File: src/sv/tot_hpgc_pkg.sv
package tot_hpgc_pkg;

    localparam int BINS        = 600;
    localparam int TOT_LOW     = 10;
    localparam int GAIN_NUM    = 30 * 65536;
    localparam int RECIP_10    = 205;
    localparam int RECIP_SHIFT = 11;
    localparam int DIV_STEPS   = 21;

    localparam int KIND_W    = 2;
    localparam int DET_W     = 8;
    localparam int CHAN_W    = 7;
    localparam int TOT_W     = 10;
    localparam int OUT_CH_W  = 6;
    localparam int BIN_W     = 10;
    localparam int PEAK_W    = 6;
    localparam int GAIN_W    = 21;
    localparam int CNT_W     = 32;
    localparam int PROD_W    = 17;
    localparam int DIV_CNT_W = 5;

    typedef enum logic [KIND_W-1:0] {
        KIND_HIT    = 2'd0,
        KIND_REPORT = 2'd1,
        KIND_CLEAR  = 2'd2
    } kind_t;

    typedef enum logic [3:0] {
        ST_CLR,
        ST_IDLE,
        ST_HIT_RD,
        ST_HIT_WR,
        ST_RPT_CHK,
        ST_SCAN,
        ST_SCAN_END,
        ST_CALC,
        ST_SVAL,
        ST_DLOAD,
        ST_DIV,
        ST_OUT
    } state_t;

    typedef struct packed {
        logic clr_start;
        logic clr_step;
        logic hit_accept;
        logic hit_rd;
        logic hit_wr;
        logic ch_first;
        logic ch_inc;
        logic scan_start;
        logic scan_rd;
        logic calc;
        logic sval;
        logic dload;
        logic div_step;
    } cmd_t;

    typedef struct packed {
        logic clr_done;
        logic hit_ok;
        logic tot_ok;
        logic seen_cur;
        logic ch_last;
        logic bin_last;
        logic div_done;
    } status_t;

endpackage

File: src/sv/tot_hpgc_ctrl.sv
module tot_hpgc_ctrl (
    input  logic                   clk,
    input  logic                   rst_n,
    input  logic                   item_valid,
    input  logic [1:0]             kind,
    output logic                   item_ready,
    output logic                   out_valid,
    input  logic                   out_ready,
    input  tot_hpgc_pkg::status_t  status,
    output tot_hpgc_pkg::cmd_t     cmd
);
    import tot_hpgc_pkg::*;

    state_t state_reg, state_next;

    always_ff @(posedge clk or negedge rst_n)
    begin
        if (!rst_n)
        begin
            state_reg <= ST_CLR;
        end
        else
        begin
            state_reg <= state_next;
        end
    end

    always_comb
    begin
        state_next = state_reg;
        case (state_reg)
            ST_CLR:
            begin
                if (status.clr_done)
                begin
                    state_next = ST_IDLE;
                end
            end
            ST_IDLE:
            begin
                if (item_valid)
                begin
                    case (kind)
                        KIND_HIT:
                        begin
                            if (status.hit_ok && status.tot_ok)
                            begin
                                state_next = ST_HIT_RD;
                            end
                        end
                        KIND_REPORT: state_next = ST_RPT_CHK;
                        KIND_CLEAR:  state_next = ST_CLR;
                        default:     state_next = ST_IDLE;
                    endcase
                end
            end
            ST_HIT_RD:   state_next = ST_HIT_WR;
            ST_HIT_WR:   state_next = ST_IDLE;
            ST_RPT_CHK:
            begin
                if (status.seen_cur)
                begin
                    state_next = ST_SCAN;
                end
                else if (status.ch_last)
                begin
                    state_next = ST_IDLE;
                end
            end
            ST_SCAN:
            begin
                if (status.bin_last)
                begin
                    state_next = ST_SCAN_END;
                end
            end
            ST_SCAN_END: state_next = ST_CALC;
            ST_CALC:     state_next = ST_SVAL;
            ST_SVAL:     state_next = ST_DLOAD;
            ST_DLOAD:    state_next = ST_DIV;
            ST_DIV:
            begin
                if (status.div_done)
                begin
                    state_next = ST_OUT;
                end
            end
            ST_OUT:
            begin
                if (out_ready)
                begin
                    state_next = status.ch_last ? ST_IDLE : ST_RPT_CHK;
                end
            end
            default:     state_next = ST_IDLE;
        endcase
    end

    always_comb
    begin
        cmd        = '0;
        item_ready = 1'b0;
        out_valid  = 1'b0;
        case (state_reg)
            ST_CLR:      cmd.clr_step = 1'b1;
            ST_IDLE:
            begin
                item_ready = 1'b1;
                if (item_valid)
                begin
                    case (kind)
                        KIND_HIT:    cmd.hit_accept = status.hit_ok;
                        KIND_REPORT: cmd.ch_first   = 1'b1;
                        KIND_CLEAR:  cmd.clr_start  = 1'b1;
                        default:     cmd.hit_accept = 1'b0;
                    endcase
                end
            end
            ST_HIT_RD:   cmd.hit_rd = 1'b1;
            ST_HIT_WR:   cmd.hit_wr = 1'b1;
            ST_RPT_CHK:
            begin
                if (status.seen_cur)
                begin
                    cmd.scan_start = 1'b1;
                end
                else if (!status.ch_last)
                begin
                    cmd.ch_inc = 1'b1;
                end
            end
            ST_SCAN:     cmd.scan_rd = 1'b1;
            ST_SCAN_END: cmd.scan_rd = 1'b0;
            ST_CALC:     cmd.calc = 1'b1;
            ST_SVAL:     cmd.sval = 1'b1;
            ST_DLOAD:    cmd.dload = 1'b1;
            ST_DIV:      cmd.div_step = 1'b1;
            ST_OUT:
            begin
                out_valid = 1'b1;
                if (out_ready && !status.ch_last)
                begin
                    cmd.ch_inc = 1'b1;
                end
            end
            default:     cmd = '0;
        endcase
    end

endmodule

File: config.mk
export PLATFORM = sky130hd
export DESIGN_NAME = tot_hpgc_ctrl
export DESIGN_NICKNAME = d
export VERILOG_FILES = /design/src/sv/tot_hpgc_pkg.sv /design/src/sv/tot_hpgc_ctrl.sv
export SDC_FILE = /design/constraint.sdc
export NUM_CORES = 1
export LEC_CHECK = 0
export BUFFER_PORTS_ARGS = -buffer_cell sky130_fd_sc_hd__buf_2
export CORE_AREA = 5 5 42 44
export CTS_CLUSTER_SIZE = 40
export DETAILED_ROUTE_END_ITERATION = 10
export DIE_AREA = 0 0 47 49
export PLACE_DENSITY = 0.74
export SKIP_LAST_GASP = 1
export SLEW_MARGIN = 0
export SYNTH_ARGS = -nofsm -noshare
export SYNTH_HDL_FRONTEND = slang
export SYNTH_SLANG_ARGS = --single-unit
export TNS_END_PERCENT = 10
File: constraint.sdc
create_clock -name clk -period 1.9 [get_ports clk]
set_input_delay 0.57 -clock clk [delete_from_list [all_inputs] [get_ports clk]]
set_output_delay 0.57 -clock clk [all_outputs]
set_load 0.01 [all_outputs]
==> impl_metrics.toml <==
[outcome]
status = "finished with violations"
failed_checks = "negative setup slack"

[floorplan]
rows = 14
ios = 28
core-area_um2 = 1400
dieWidth_um = 47
die-height_um = 49
dieArea_um2 = 2300
initial_utilization = 0.331

[clocking]
cts_sinks = 4
clkTransAtPathRegs_ns = 0.04
cts_inserted_buffers = 3
h-tree-depth = 1
tritoncts = "yes"
clock-root-buffer = "clkbuf_4"
cts_hold_buf = 0
clk_latency_ns = 0.23
clock_path_buffers = 2

[flow_run]
cap_violations = 0

[global_routing]
grt_max_degree = 12
antenna_found_initial = 0
track_usage = 0.122
grt_pass1_wl_mm = 2.12
gr-total-overflow = 0
grt_pass1_vias = 538

[placed_design]
gp_congestion = 0.817
place_ws_ns = -0.0684
placedCellCount = 112
io_buffers = 27
post-dp-hpwl_mm = 1.06

[cells_and_area]
n_antenna_cell = 0
layout_common_cells = "27 x buf_2, 9 x nor2_1, 7 x buf_4"
largest_reg_flops = 4
syn2layout_area_growth_pct = 48.0
stdcell_count = 115
utilization = 0.490
final_common_cell = "buf_2"
drive_above_1_share = 0.465
nNetsFinal = 114

[synthesis]
synth.distinct_cells = 29
syn_inst = 66
synth_fp_nets = 79
syn_avg_cell_area_um2 = 7.03
netlist_area_um2 = 464
async_flop_share = 1.00
yosys_warnings = 0
synth_edf_count = 0
synth-main-ff-cell = "dfrtp_1"
ys_ff_latch = 4
yosysSeqAreaShare = 0.216

[setup_path]
cp.required_ns = 1.33
cpPeakStageDelay_ns = 0.56
arrival_ns = 1.58
slowest_stage = "or4b_4"
crit_chain = "or4b_4, nor3_2, and3_1, buf_2"
endpoint_kind = "output port"
start_kind = "flop"
path_class = "flop to output port"
path_max_fanout = 3

[sta]
worst_pin_slew_ns = 0.183
final.setup.tns_ns = -1.09
setup_ws_ns = -0.249
slew_violations = 0
rsz0062_at_grt = "true"
hold_viol_final = 0
fin_crit_ns = 2.15
fin_crit_sh = 1.13
whs_ns = 0.130
fin_skew_ns = 0.00126
fmax_mhz = 465
relSlewSlack = 0.876
setup_viol = 7

[power_and_ir_drop]
ir_drop_uv = 555
leakage_nw = 0.364
power_density_nw_per_um2 = 1160

[drt]
vias = 583
drc = 0
vias_per_cell = 5.07
drt_iter0_markers = 7
totalWireLength_mm = 1.26
firstDrtPassIters = 4
wl_per_cell_um = 10.9
ant_nets = 0

[min_path]
min_path_type = "input port to asynchronous set/reset pin"
==> per-stage QoR <==
step,total power (W),cell area (µm²)
after floorplan,0.000519,469
after global placement,0.000678,657
after detailed placement,0.000688,657
after CTS,0.000811,687
after global routing,0.000885,687
final,0.000798,687
==> power breakdown <==
group	switching, W	internal [W]
registers	0.0000174	0.000115
clock network	0.0000332	0.0000706
logic	0.000306	0.000255
total	0.000357	0.000441
==> area by class of cell <==
class	count	area, µm²
fillers	150	714
multi-input cells	54	342
repair buffers	34	188
flip-flops and latches	4	100
clock buffers	3	22.5
well taps	16	20.0
inverters	4	15.0
==> kinds of logic after synthesis <==
group	share of synthesized area
flops	0.216
mux	0.0647
buf+inv	0.0755
compound gates	0.224
simple gates	0.420
==> repair_timing <==
item / CTS / global route
endpoints found under the setup margin: 7 / 11
pin swaps: 1 / 0
resized for setup: 3 / 0
setup buffers: 0 / 0
==> worst max-delay path: cells and delay by family (launching register included) <==
family / cells / cell delay, ns
buffers and inverters: 1 / 0.12
DFF: 1 / 0.37
and+or+nand+nor: 3 / 0.86
==> path summary, 6_finish.rpt <==
path | startpoint | to | slack [ns] | cells after the start
worst max-delay path | state_reg[2] | cmd[10] | -0.25 | 4
worst min-delay path | rst_n | state_reg[2] | 0.13 | 1
worst max register to register | state_reg[2] | state_reg[0] | 0.16 | 4
worst min register to register | state_reg[1] | state_reg[2] | 0.77 | 3
max in group asynchronous | rst_n | state_reg[0] | 1.66 | 1
min in group clk | status[1] | state_reg[2] | 0.72 | 3
==> routing by layer <==
layer  part of all wire  global-route usage
met2               0.49               0.201
met5                  0                   0
met1               0.43               0.147
met4                  0              0.0276
met3              0.080              0.0443
==> cells in the mapped netlist (2+ instances only) <==
| master | instances | share of area |
|---|---|---|
| dfrtp_1 | 4 | 0.22 |
| clkbuf_1 | 2 | 0.016 |
| nand2_1 | 4 | 0.032 |
| o21ai_1 | 3 | 0.032 |
| inv_1 | 4 | 0.032 |
| mux2i_1 | 3 | 0.065 |
| o21ai_0 | 3 | 0.032 |
| or2_2 | 2 | 0.027 |
| nor3_1 | 4 | 0.043 |
| nand3_1 | 2 | 0.022 |
| a21oi_1 | 5 | 0.054 |
| nand2b_1 | 5 | 0.067 |
| nor2_1 | 9 | 0.073 |
No activity file was read; power rests on OpenSTA's default activity.
